<file path="src/rtl/rozs_pkg.sv">
package rozs_pkg;

    // canvas and overlay geometry
    localparam int CANVAS_WIDTH  = 1024;
    localparam int CANVAS_HEIGHT = 1024;
    localparam int CHANNELS      = 3;
    localparam int MAX_OVERLAY   = 1024;

    localparam int WORD_W  = 32;
    localparam int COORD_W = 10;
    localparam int SIZE_W  = 11;
    localparam int OFS_W   = 12;
    localparam int ZOOM_W  = 16;
    localparam int CFG_W   = 16;
    localparam int CFG_IDX_W = 3;

    // mapped offset (rounded rotozoom result) and canvas position widths
    localparam int MAP_W = 18;
    localparam int POS_W = 20;

    // queue between front and back
    localparam int Q_DEPTH = 4;
    localparam int Q_AW    = $clog2(Q_DEPTH);
    localparam int Q_CW    = $clog2(Q_DEPTH + 1);

    typedef enum logic [CFG_IDX_W-1:0] {
        REG_OVERLAY_WIDTH  = 3'd0,
        REG_OVERLAY_HEIGHT = 3'd1,
        REG_PLACE_X        = 3'd2,
        REG_PLACE_Y        = 3'd3,
        REG_SHIFT_X        = 3'd4,
        REG_SHIFT_Y        = 3'd5,
        REG_ZOOM_COS       = 3'd6,
        REG_ZOOM_SIN       = 3'd7
    } rozs_reg_t;

    typedef enum logic [1:0] {
        TGT_A    = 2'd0,
        TGT_B    = 2'd1,
        TGT_FLOW = 2'd2
    } rozs_target_t;

    // effective configuration seen by the datapath
    typedef struct packed {
        logic        [SIZE_W-1:0] w;
        logic        [SIZE_W-1:0] h;
        logic signed [OFS_W-1:0]  px;
        logic signed [OFS_W-1:0]  py;
        logic signed [OFS_W-1:0]  sx;
        logic signed [OFS_W-1:0]  sy;
        logic signed [ZOOM_W-1:0] zc;
        logic signed [ZOOM_W-1:0] zs;
    } rozs_cfg_t;

    // one classified pixel, waiting for its writes
    typedef struct packed {
        logic [2:0][WORD_W-1:0]  sample;
        logic [COORD_W-1:0]      a_col;
        logic [COORD_W-1:0]      a_row;
        logic [COORD_W-1:0]      b_col;
        logic [COORD_W-1:0]      b_row;
        logic signed [POS_W-1:0] flow_x;
        logic signed [POS_W-1:0] flow_y;
        logic                    a_ok;
        logic                    b_ok;
    } rozs_entry_t;

    // zero clamps to 1, anything above the maximum clamps to it
    function automatic logic [SIZE_W-1:0] eff_size(input logic [SIZE_W-1:0] v);
        if (v == '0) begin
            return SIZE_W'(1);
        end else if (v > SIZE_W'(MAX_OVERLAY)) begin
            return SIZE_W'(MAX_OVERLAY);
        end
        return v;
    endfunction

endpackage

</file>
<file path="src/rtl/rozs_front.sv">
module rozs_front import rozs_pkg::*; (
    input  logic                aclk,
    input  logic                aresetn,
    input  rozs_cfg_t           cfg,
    input  logic                accept,
    input  logic [WORD_W-1:0]   sample_0,
    input  logic [WORD_W-1:0]   sample_1,
    input  logic [WORD_W-1:0]   sample_2,
    output logic                push,
    output rozs_entry_t         entry
);

    // round num / 8192 half away from zero
    function automatic logic signed [MAP_W-1:0] round8192(input logic signed [30:0] num);
        logic [30:0] mag;
        logic [30:0] q;
        mag = num[30] ? 31'(-num) : 31'(num);
        q   = (mag + 31'd4096) >> 13;
        return num[30] ? MAP_W'(-$signed(q[MAP_W-1:0])) : $signed(q[MAP_W-1:0]);
    endfunction

    logic [COORD_W-1:0] scan_col_reg, scan_col_next;
    logic [COORD_W-1:0] scan_row_reg, scan_row_next;
    logic [SIZE_W-1:0]  col_p1, row_p1;

    logic signed [12:0] cx2, cy2;
    logic [2:0][WORD_W-1:0] smp_in;

    // stage 1: products
    logic                   v1_reg;
    logic signed [28:0]     p_cc_reg, p_sc_reg, p_sx_reg, p_cy_reg;
    logic [COORD_W-1:0]     i1_reg, j1_reg;
    logic [2:0][WORD_W-1:0] smp1_reg;

    // stage 2: rounded mapping
    logic signed [30:0]     num_x, num_y;
    logic                   v2_reg;
    logic signed [MAP_W-1:0] ai2_reg, aj2_reg;
    logic [COORD_W-1:0]     i2_reg, j2_reg;
    logic [2:0][WORD_W-1:0] smp2_reg;

    logic signed [POS_W-1:0] xa, ya, xb, yb;

    assign smp_in = {sample_2, sample_1, sample_0};

    assign cx2 = $signed({2'b00, scan_col_reg, 1'b0}) - $signed({2'b00, cfg.w});
    assign cy2 = $signed({2'b00, scan_row_reg, 1'b0}) - $signed({2'b00, cfg.h});

    assign col_p1 = {1'b0, scan_col_reg} + SIZE_W'(1);
    assign row_p1 = {1'b0, scan_row_reg} + SIZE_W'(1);

    always_comb begin
        scan_col_next = scan_col_reg;
        scan_row_next = scan_row_reg;
        if (accept) begin
            if (col_p1 >= cfg.w) begin
                scan_col_next = '0;
                scan_row_next = (row_p1 >= cfg.h) ? '0 : row_p1[COORD_W-1:0];
            end else begin
                scan_col_next = col_p1[COORD_W-1:0];
            end
        end
    end

    always_ff @(posedge aclk) begin
        if (!aresetn) begin
            scan_col_reg <= '0;
            scan_row_reg <= '0;
            v1_reg       <= 1'b0;
            v2_reg       <= 1'b0;
        end else begin
            scan_col_reg <= scan_col_next;
            scan_row_reg <= scan_row_next;
            v1_reg       <= accept;
            v2_reg       <= v1_reg;
        end
    end

    always_ff @(posedge aclk) begin
        p_cc_reg <= cfg.zc * cx2;
        p_sc_reg <= cfg.zs * cy2;
        p_sx_reg <= cfg.zs * cx2;
        p_cy_reg <= cfg.zc * cy2;
        i1_reg   <= scan_col_reg;
        j1_reg   <= scan_row_reg;
        for (int c = 0; c < 3; c++) begin
            smp1_reg[c] <= (c < CHANNELS) ? smp_in[c] : '0;
        end
    end

    assign num_x = $signed({8'd0, cfg.w, 12'd0}) + p_cc_reg + p_sc_reg;
    assign num_y = $signed({8'd0, cfg.h, 12'd0}) - p_sx_reg + p_cy_reg;

    always_ff @(posedge aclk) begin
        ai2_reg  <= round8192(num_x);
        aj2_reg  <= round8192(num_y);
        i2_reg   <= i1_reg;
        j2_reg   <= j1_reg;
        smp2_reg <= smp1_reg;
    end

    // stage 3: canvas positions, range checks, flow
    assign xa = POS_W'(cfg.px) + POS_W'(i2_reg);
    assign ya = POS_W'(cfg.py) + POS_W'(j2_reg);
    assign xb = POS_W'(cfg.px) + POS_W'(cfg.sx) + POS_W'(ai2_reg);
    assign yb = POS_W'(cfg.py) + POS_W'(cfg.sy) + POS_W'(aj2_reg);

    always_comb begin
        entry.sample = smp2_reg;
        entry.a_col  = xa[COORD_W-1:0];
        entry.a_row  = ya[COORD_W-1:0];
        entry.b_col  = xb[COORD_W-1:0];
        entry.b_row  = yb[COORD_W-1:0];
        entry.flow_x = POS_W'(cfg.sx) + POS_W'(ai2_reg) - POS_W'(i2_reg);
        entry.flow_y = POS_W'(cfg.sy) + POS_W'(aj2_reg) - POS_W'(j2_reg);
        entry.a_ok   = !xa[POS_W-1] && !ya[POS_W-1]
                       && (xa < POS_W'(CANVAS_WIDTH)) && (ya < POS_W'(CANVAS_HEIGHT));
        entry.b_ok   = !xb[POS_W-1] && !yb[POS_W-1]
                       && (xb < POS_W'(CANVAS_WIDTH)) && (yb < POS_W'(CANVAS_HEIGHT));
    end

    assign push = v2_reg;

endmodule

</file>
<file path="src/rtl/rozs_fifo.sv">
module rozs_fifo import rozs_pkg::*; (
    input  logic        aclk,
    input  logic        aresetn,
    input  logic        push,
    input  rozs_entry_t wr_entry,
    input  logic        pop,
    output logic        not_empty,
    output rozs_entry_t head
);

    rozs_entry_t mem [Q_DEPTH];

    logic [Q_AW-1:0] wr_ptr_reg, rd_ptr_reg;
    logic [Q_CW-1:0] count_reg;
    logic            do_pop;

    assign not_empty = (count_reg != '0);
    assign do_pop    = pop && not_empty;
    assign head      = mem[rd_ptr_reg];

    always_ff @(posedge aclk) begin
        if (push) begin
            mem[wr_ptr_reg] <= wr_entry;
        end
    end

    always_ff @(posedge aclk) begin
        if (!aresetn) begin
            wr_ptr_reg <= '0;
            rd_ptr_reg <= '0;
            count_reg  <= '0;
        end else begin
            if (push) begin
                wr_ptr_reg <= wr_ptr_reg + Q_AW'(1);
            end
            if (do_pop) begin
                rd_ptr_reg <= rd_ptr_reg + Q_AW'(1);
            end
            count_reg <= count_reg + Q_CW'(push) - Q_CW'(do_pop);
        end
    end

endmodule

</file>
<file path="src/rtl/rozs_back.sv">
module rozs_back import rozs_pkg::*; (
    input  logic               aclk,
    input  logic               aresetn,
    input  logic               q_valid,
    input  rozs_entry_t        q_head,
    output logic               q_pop,
    output logic               m_valid,
    input  logic               m_ready,
    output logic [1:0]         m_target,
    output logic [COORD_W-1:0] m_col,
    output logic [COORD_W-1:0] m_row,
    output logic [WORD_W-1:0]  m_word_0,
    output logic [WORD_W-1:0]  m_word_1,
    output logic [WORD_W-1:0]  m_word_2,
    output logic               m_last
);

    // pending writes of the current pixel: bit 0 image A, 1 image B, 2 flow
    rozs_entry_t  work_reg;
    logic [2:0]   mask_reg, mask_next;
    logic [2:0]   sel, rest;
    logic         can_emit, emit, work_free;
    rozs_target_t tgt;

    logic               m_valid_reg;
    logic [1:0]         m_target_reg;
    logic [COORD_W-1:0] m_col_reg, m_row_reg;
    logic [WORD_W-1:0]  m_word_0_reg, m_word_1_reg, m_word_2_reg;
    logic               m_last_reg;

    assign sel       = mask_reg & (~mask_reg + 3'd1);
    assign rest      = mask_reg & ~sel;
    assign can_emit  = !m_valid_reg || m_ready;
    assign emit      = (mask_reg != '0) && can_emit;
    assign work_free = (mask_reg == '0) || (emit && rest == '0);
    assign q_pop     = q_valid && work_free;

    always_comb begin
        if (q_pop) begin
            mask_next = {q_head.a_ok, q_head.b_ok, q_head.a_ok};
        end else if (emit) begin
            mask_next = rest;
        end else begin
            mask_next = mask_reg;
        end
    end

    always_comb begin
        case (sel)
            3'b001:  tgt = TGT_A;
            3'b010:  tgt = TGT_B;
            3'b100:  tgt = TGT_FLOW;
            default: tgt = TGT_A;
        endcase
    end

    always_ff @(posedge aclk) begin
        if (!aresetn) begin
            mask_reg    <= '0;
            m_valid_reg <= 1'b0;
        end else begin
            mask_reg <= mask_next;
            if (emit) begin
                m_valid_reg <= 1'b1;
            end else if (m_ready) begin
                m_valid_reg <= 1'b0;
            end
        end
    end

    always_ff @(posedge aclk) begin
        if (q_pop) begin
            work_reg <= q_head;
        end
        if (emit) begin
            m_target_reg <= tgt;
            m_last_reg   <= (rest == '0);
            case (tgt)
                TGT_B: begin
                    m_col_reg    <= work_reg.b_col;
                    m_row_reg    <= work_reg.b_row;
                    m_word_0_reg <= work_reg.sample[0];
                    m_word_1_reg <= work_reg.sample[1];
                    m_word_2_reg <= work_reg.sample[2];
                end
                TGT_FLOW: begin
                    m_col_reg    <= work_reg.a_col;
                    m_row_reg    <= work_reg.a_row;
                    m_word_0_reg <= WORD_W'(work_reg.flow_x);
                    m_word_1_reg <= WORD_W'(work_reg.flow_y);
                    m_word_2_reg <= '0;
                end
                default: begin
                    m_col_reg    <= work_reg.a_col;
                    m_row_reg    <= work_reg.a_row;
                    m_word_0_reg <= work_reg.sample[0];
                    m_word_1_reg <= work_reg.sample[1];
                    m_word_2_reg <= work_reg.sample[2];
                end
            endcase
        end
    end

    assign m_valid  = m_valid_reg;
    assign m_target = m_target_reg;
    assign m_col    = m_col_reg;
    assign m_row    = m_row_reg;
    assign m_word_0 = m_word_0_reg;
    assign m_word_1 = m_word_1_reg;
    assign m_word_2 = m_word_2_reg;
    assign m_last   = m_last_reg;

endmodule

</file>
<file path="src/rtl/rotozoom_overlay_scatter.sv">
// Rotozoom overlay scatter.
// Input channel (s_valid/s_ready, s_sample_0..2): one overlay pixel per
// transaction, in raster order. The block tracks the scan column and row.
// Output channel (m_valid/m_ready): one frame-buffer write per transaction:
// image A at place + scan, image B at place + shift + rotozoomed position,
// then the flow pair to the flow image at the image A position. Writes off
// the canvas are dropped; m_last marks the final write of a pixel, a pixel
// with no write produces no transaction.
// Path: a pixel's first write passes from its input transaction through two
// mapping stages, a queue slot, the work register and the output reg.
// Throughput: one write per cycle on the single output port while the
// receiver is ready; the next pixel is taken as the last write issues.
// The front accepts one pixel per cycle while the 4-entry queue has room.
// The user writes configuration (cfg_we/cfg_index/cfg_data) only while idle;
// the block does not enforce it. Reset (aresetn low, synchronous) clears the
// scan position, the queue and the output register, and loads the register
// defaults (identity zoom). A stalled receiver holds the output register;
// the queue then fills and s_ready drops, no transaction is lost.
module rotozoom_overlay_scatter import rozs_pkg::*; (
    input  logic                 aclk,
    input  logic                 aresetn,
    input  logic                 cfg_we,
    input  logic [CFG_IDX_W-1:0] cfg_index,
    input  logic [CFG_W-1:0]     cfg_data,
    input  logic                 s_valid,
    output logic                 s_ready,
    input  logic [WORD_W-1:0]    s_sample_0,
    input  logic [WORD_W-1:0]    s_sample_1,
    input  logic [WORD_W-1:0]    s_sample_2,
    output logic                 m_valid,
    input  logic                 m_ready,
    output logic [1:0]           m_target,
    output logic [COORD_W-1:0]   m_col,
    output logic [COORD_W-1:0]   m_row,
    output logic [WORD_W-1:0]    m_word_0,
    output logic [WORD_W-1:0]    m_word_1,
    output logic [WORD_W-1:0]    m_word_2,
    output logic                 m_last
);

    // raw configuration registers
    logic [SIZE_W-1:0] ov_w_reg, ov_h_reg;
    logic [OFS_W-1:0]  place_x_reg, place_y_reg, shift_x_reg, shift_y_reg;
    logic [ZOOM_W-1:0] zoom_cos_reg, zoom_sin_reg;
    rozs_cfg_t         cfg;

    // credits: pixels accepted and not yet popped by the back end.
    // Bounded by the queue depth so the front pipeline never overflows it.
    logic [Q_CW-1:0] credit_reg;
    logic            accept;

    logic        push, q_valid, q_pop;
    rozs_entry_t push_entry, q_head;

    always_ff @(posedge aclk) begin
        if (!aresetn) begin
            ov_w_reg     <= SIZE_W'(1);
            ov_h_reg     <= SIZE_W'(1);
            place_x_reg  <= '0;
            place_y_reg  <= '0;
            shift_x_reg  <= '0;
            shift_y_reg  <= '0;
            zoom_cos_reg <= ZOOM_W'(4096);
            zoom_sin_reg <= '0;
        end else if (cfg_we) begin
            case (rozs_reg_t'(cfg_index))
                REG_OVERLAY_WIDTH:  ov_w_reg     <= cfg_data[SIZE_W-1:0];
                REG_OVERLAY_HEIGHT: ov_h_reg     <= cfg_data[SIZE_W-1:0];
                REG_PLACE_X:        place_x_reg  <= cfg_data[OFS_W-1:0];
                REG_PLACE_Y:        place_y_reg  <= cfg_data[OFS_W-1:0];
                REG_SHIFT_X:        shift_x_reg  <= cfg_data[OFS_W-1:0];
                REG_SHIFT_Y:        shift_y_reg  <= cfg_data[OFS_W-1:0];
                REG_ZOOM_COS:       zoom_cos_reg <= cfg_data[ZOOM_W-1:0];
                REG_ZOOM_SIN:       zoom_sin_reg <= cfg_data[ZOOM_W-1:0];
                default: ;
            endcase
        end
    end

    // effective sizes clamp to 1..1024; offsets and zoom are signed
    always_comb begin
        cfg.w  = eff_size(ov_w_reg);
        cfg.h  = eff_size(ov_h_reg);
        cfg.px = $signed(place_x_reg);
        cfg.py = $signed(place_y_reg);
        cfg.sx = $signed(shift_x_reg);
        cfg.sy = $signed(shift_y_reg);
        cfg.zc = $signed(zoom_cos_reg);
        cfg.zs = $signed(zoom_sin_reg);
    end

    assign s_ready = (credit_reg < Q_CW'(Q_DEPTH));
    assign accept  = s_valid && s_ready;

    always_ff @(posedge aclk) begin
        if (!aresetn) begin
            credit_reg <= '0;
        end else begin
            credit_reg <= credit_reg + Q_CW'(accept) - Q_CW'(q_pop);
        end
    end

    // front: scan tracking, rotozoom mapping, classification
    rozs_front u_front (
        .aclk     (aclk),
        .aresetn  (aresetn),
        .cfg      (cfg),
        .accept   (accept),
        .sample_0 (s_sample_0),
        .sample_1 (s_sample_1),
        .sample_2 (s_sample_2),
        .push     (push),
        .entry    (push_entry)
    );

    rozs_fifo u_fifo (
        .aclk      (aclk),
        .aresetn   (aresetn),
        .push      (push),
        .wr_entry  (push_entry),
        .pop       (q_pop),
        .not_empty (q_valid),
        .head      (q_head)
    );

    // back: issues each pixel's pending writes, one per cycle unless stalled
    rozs_back u_back (
        .aclk     (aclk),
        .aresetn  (aresetn),
        .q_valid  (q_valid),
        .q_head   (q_head),
        .q_pop    (q_pop),
        .m_valid  (m_valid),
        .m_ready  (m_ready),
        .m_target (m_target),
        .m_col    (m_col),
        .m_row    (m_row),
        .m_word_0 (m_word_0),
        .m_word_1 (m_word_1),
        .m_word_2 (m_word_2),
        .m_last   (m_last)
    );

endmodule

</file>
<file path="config.mk">
export PLATFORM = sky130hd
export DESIGN_NAME = rotozoom_overlay_scatter
export DESIGN_NICKNAME = d
export VERILOG_FILES = /design/src/rtl/rozs_pkg.sv /design/src/rtl/rozs_front.sv /design/src/rtl/rozs_fifo.sv /design/src/rtl/rozs_back.sv /design/src/rtl/rotozoom_overlay_scatter.sv
export SDC_FILE = /design/constraint.sdc
export NUM_CORES = 2
export LEC_CHECK = 0
export BUFFER_PORTS_ARGS = -buffer_cell sky130_fd_sc_hd__buf_2
export CORE_MARGIN = 2
export CORE_UTILIZATION = 55
export DETAILED_ROUTE_END_ITERATION = 6
export GPL_TIMING_DRIVEN = 0
export PLACE_DENSITY = 0.72
export SYNTH_ARGS = -nofsm -noshare
export SYNTH_HDL_FRONTEND = slang
export SYNTH_HIERARCHICAL = 1
export SYNTH_SLANG_ARGS = --single-unit
</file>
<file path="constraint.sdc">
create_clock -name aclk -period 8.8 [get_ports aclk]
set_input_delay 1.76 -clock aclk [delete_from_list [all_inputs] [get_ports aclk]]
set_output_delay 1.76 -clock aclk [all_outputs]
set_load 0.01 [all_outputs]
</file>
==> metrics.csv <==
stage,metric,value,unit
status,status,completed,
setup_path,critical path's slowest cell,fa_1,
final_layout,fraction of layout cells with a size suffix above 1,12.08,%
floorplan,Die Wd,410.1,um
clocking,CTS Sinks,1527,
final_layout,post-layout utilization of the core,61.75,%
power_and_ir_drop,sequential cell fraction of total power,27.7,%
setup_path,critical path peak fanout,10,
sta,Max Fclk,0.1160,GHz
floorplan,Placeable Area,164400,um^2
sta,relative slew slack,17.55,%
final_layout,area of the multi-input gates,44740,um^2
place,gpl congestion,0.9809,
clocking,worst skew pair latency,0.84,ns
synth,Synth Register Bits,1527,
clocking,H-tree levels,4,
place,number of port buffers,229,
sta,Tightest Pin Transition,1.226,ns
worst_hold_path,hold path depth,0,
synth,Mapped Avg Cell Area,11.86,um^2
power_and_ir_drop,Sw Ratio,42.55,%
setup_path,crit start category,flip-flop,
synth,Post-synth EDFFs,1007,
detailed_routing,Pre-Repair DR Iteration Count,7,
global_route,initial antenna violation count,23,
worst_hold_path,hold path endpoint,u_front/entry[167],
sta,post-route setup TNS,0,ns
global_route,Overflow after GRT,0,
sta,setup violators final,0,
floorplan,Die Span Y,410.1,um
final_layout,Fillers,12723,
clocking,Bufs on Longest Clock Path,3,
setup_path,launching point of the worst reg2reg path,ov_w_reg[10],
setup_path,CP dominant cell by count,inv_1,
setup_path,critical path type,flip-flop to flip-flop,
synth,Synth Net Count,9059,
setup_path,crit end category,flip-flop,
sta,fin. max-slew vios,0,
synth,post-synth design cell area,90720,um^2
flow_run,max-cap violations,0,
setup_path,WP data arrival,9.32,ns
final_layout,Area growth syn-to-layout,11.92,%
worst_hold_path,HP Class,flip-flop to flip-flop,
detailed_routing,DR WL/cell,22.34,um
final_layout,flip-flop count of the largest register after layout,712,
global_route,vias in the first global route,59775,
power_and_ir_drop,P_sw,16.18,mW
floorplan,DIE AREA,168200,um^2
synth,ys async rst share,0,%
sta,clk_skew,0.08243,ns
place,HPWL after DPL,173.4,mm
worst_hold_path,Hold Startpoint,u_front/smp1_reg[85],
setup_path,FF-to-FF setup slack,0.18,ns
floorplan,Starting Density,55.17,%
final_layout,final net count,9498,
setup_path,Required @ worst endpoint,9.50,ns
sta,setup ws final,0.1789,ns
floorplan,Ports,241,
setup_path,slowest cell delay on critical path,0.55,ns
synth,Synthesis Warnings,6,
detailed_routing,Detailed Route Iter0 Violations,4663,
clocking,root buffer cell,clkbuf_16,
detailed_routing,final WL,232.9,mm
detailed_routing,DRC viols,0,
clocking,CTS tree,yes,
sta,post-layout min period,8.621,ns
global_route,All-Layer GR Usage,27.96,%
synth,Netlist cell types,106,
sta,final worst-path cycle share,97.97,%
place,pre-CTS setup slack,-1.714,ns
setup_path,worst-case reg-to-reg path depth,35,
setup_path,FF-to-FF End,u_front/p_sx_reg[24],
power_and_ir_drop,Worst VDD drop,0.3969,mV
global_route,first-pass GRT wire length,353.3,mm
global_route,pin count of the biggest net entering global routing,58,
power_and_ir_drop,Total Power,38.03,mW
clocking,TritonCTS buffer count,155,
clocking,Worst-path clk slew,0.07,ns
power_and_ir_drop,power share of the clock group,17.9,%
detailed_routing,Vias per Instance,5.586,
synth,cell count after synthesis,7647,
final_layout,register area,40650,um^2
detailed_routing,post-route ant nets,0,
power_and_ir_drop,Internal Power,21.85,mW
floorplan,site row count,149,
synth,Main synth FF type,edfxtp_1,
detailed_routing,routed vias,58220,
sta,Fin. Hold Viols,0,
power_and_ir_drop,Pleak,42.21,nW
power_and_ir_drop,Combinational Power Share,54.4,%
synth,post-synthesis sequential area ratio,44.81,%
power_and_ir_drop,P per Cell Area,374.6,nW/um^2
==> synth_stat cells (174+ instances only) <==
cell	count	area [um^2]
inv_1	1217	4568
ha_1	492	6156
nand2_1	968	3633
fa_1	800	16020
nor2_1	243	912.1
o21ai_0	174	870.8
mux4_2	178	4009
dfxtp_1	520	10410
clkbuf_1	218	818.3
edfxtp_1	1007	30240
and2_1	280	1752
xnor2_1	236	2067
a21oi_1	189	945.9
==> worst max-delay path by stage <==
stage	from	to	slack, ns	cells after the start
global route	ov_h_reg[3]	u_front/p_sc_reg[27]	-0.08	37
CTS	ov_w_reg[1]	u_front/p_cc_reg[27]	0.004	35
floorplan	ov_h_reg[6]	u_front/p_sc_reg[27]	0.71	38
detailed placement	ov_w_reg[6]	u_front/p_sx_reg[27]	-1.71	37
global placement	m_ready	u_back/m_word_1[30]	-2.65	3
finish	ov_w_reg[10]	u_front/p_sx_reg[24]	0.18	35
==> layout make-up <==
class | count | area share, %
flip-flops and latches | 1527 | 40.04
diodes | 14 | 0.03451
plain buffers | 286 | 1.441
well taps | 2189 | 2.698
clock buffers | 221 | 4.383
multi-input cells | 4615 | 44.07
clock inverters | 70 | 0.9181
repair buffers | 283 | 1.920
inverters | 1218 | 4.503
==> critical path: cells and delay by family (launching register included) <==
kind / cells / cell delay (ns)
and+or+nand+nor: 3 / 0.45
muxes: 1 / 0.25
xor gates and xnor gates: 1 / 0.45
buffers and inverters: 8 / 1.01
AOI/OAI and AO/OA: 15 / 2.89
DFF: 1 / 0.36
adders and majority gates: 7 / 3.10
==> power groups by stage <==
| stage | sequential, mW | clock, mW | combinational, mW |
|---|---|---|---|
| after floorplan | 10.7 | 0 | 14.7 |
| after global placement | 10.8 | 0 | 19.5 |
| after detailed placement | 10.6 | 0 | 20.1 |
| after CTS | 10.5 | 6.94 | 20.4 |
| after global routing | 10.6 | 7.20 | 22.9 |
| final | 10.5 | 6.82 | 20.7 |
==> stage by stage <==
stage	hold slack, ns	instances	instance area, um^2
CTS	0.3041	10390	101100
global route	0.3142	10413	101500
floorplan	0.3096	7647	90720
finish	0.3062	10423	101500
global placement	0.3106	10065	94600
detailed placement	0.3121	10087	95180
==> layout by cell type, fill, tap and decap left out, types with 77 or more instances in the layout <==
master / synthesis / layout
inv_1: 1217 / 1214
edfxtp_1: 1007 / 1007
nand2_1: 968 / 968
fa_1: 800 / 798
dfxtp_1: 520 / 520
ha_1: 492 / 491
and2_1: 280 / 275
buf_2: 40 / 272
nor2_1: 243 / 240
xnor2_1: 236 / 226
clkbuf_1: 218 / 200
mux4_2: 178 / 178
a21oi_1: 189 / 171
clkbuf_16: 0 / 158
o21ai_0: 174 / 154
a21boi_1: 99 / 108
a21o_1: 82 / 80
nand3_1: 77 / 77
==> kinds of logic (layout without fill, tap and decap cells) <==
family,after synthesis,after routing,share of synthesized area [%]
AO/OA/AOI/OAI,876,876,6.426
flip-flops,1527,1527,44.81
multiplexers,216,216,4.870
XOR/XNOR,313,313,3.045
adder cells (fa/ha/maj),1293,1293,24.45
AND/OR/NAND/NOR,1917,1917,9.933
buffers and inverters,1505,2078,6.468
other,0,14,0
==> routing by layer <==
metal	track usage [%]	share of wire (%)	wire (um)
met4	13.06	5.2	12160
met2	46.52	48	111900
met5	0	0.089	207
met1	35.14	39	90600
met3	5.808	7.7	17980
==> timing repair <==
item	4_1_cts	5_1_grt
setup buffers	13	19
resized for setup	129	106
endpoints found under the setup margin	55	47
endpoints found under the hold margin	0	0
hold buffers	0	0
pin swaps	13	40
Note: power is estimated with default switching activity, not from simulation.
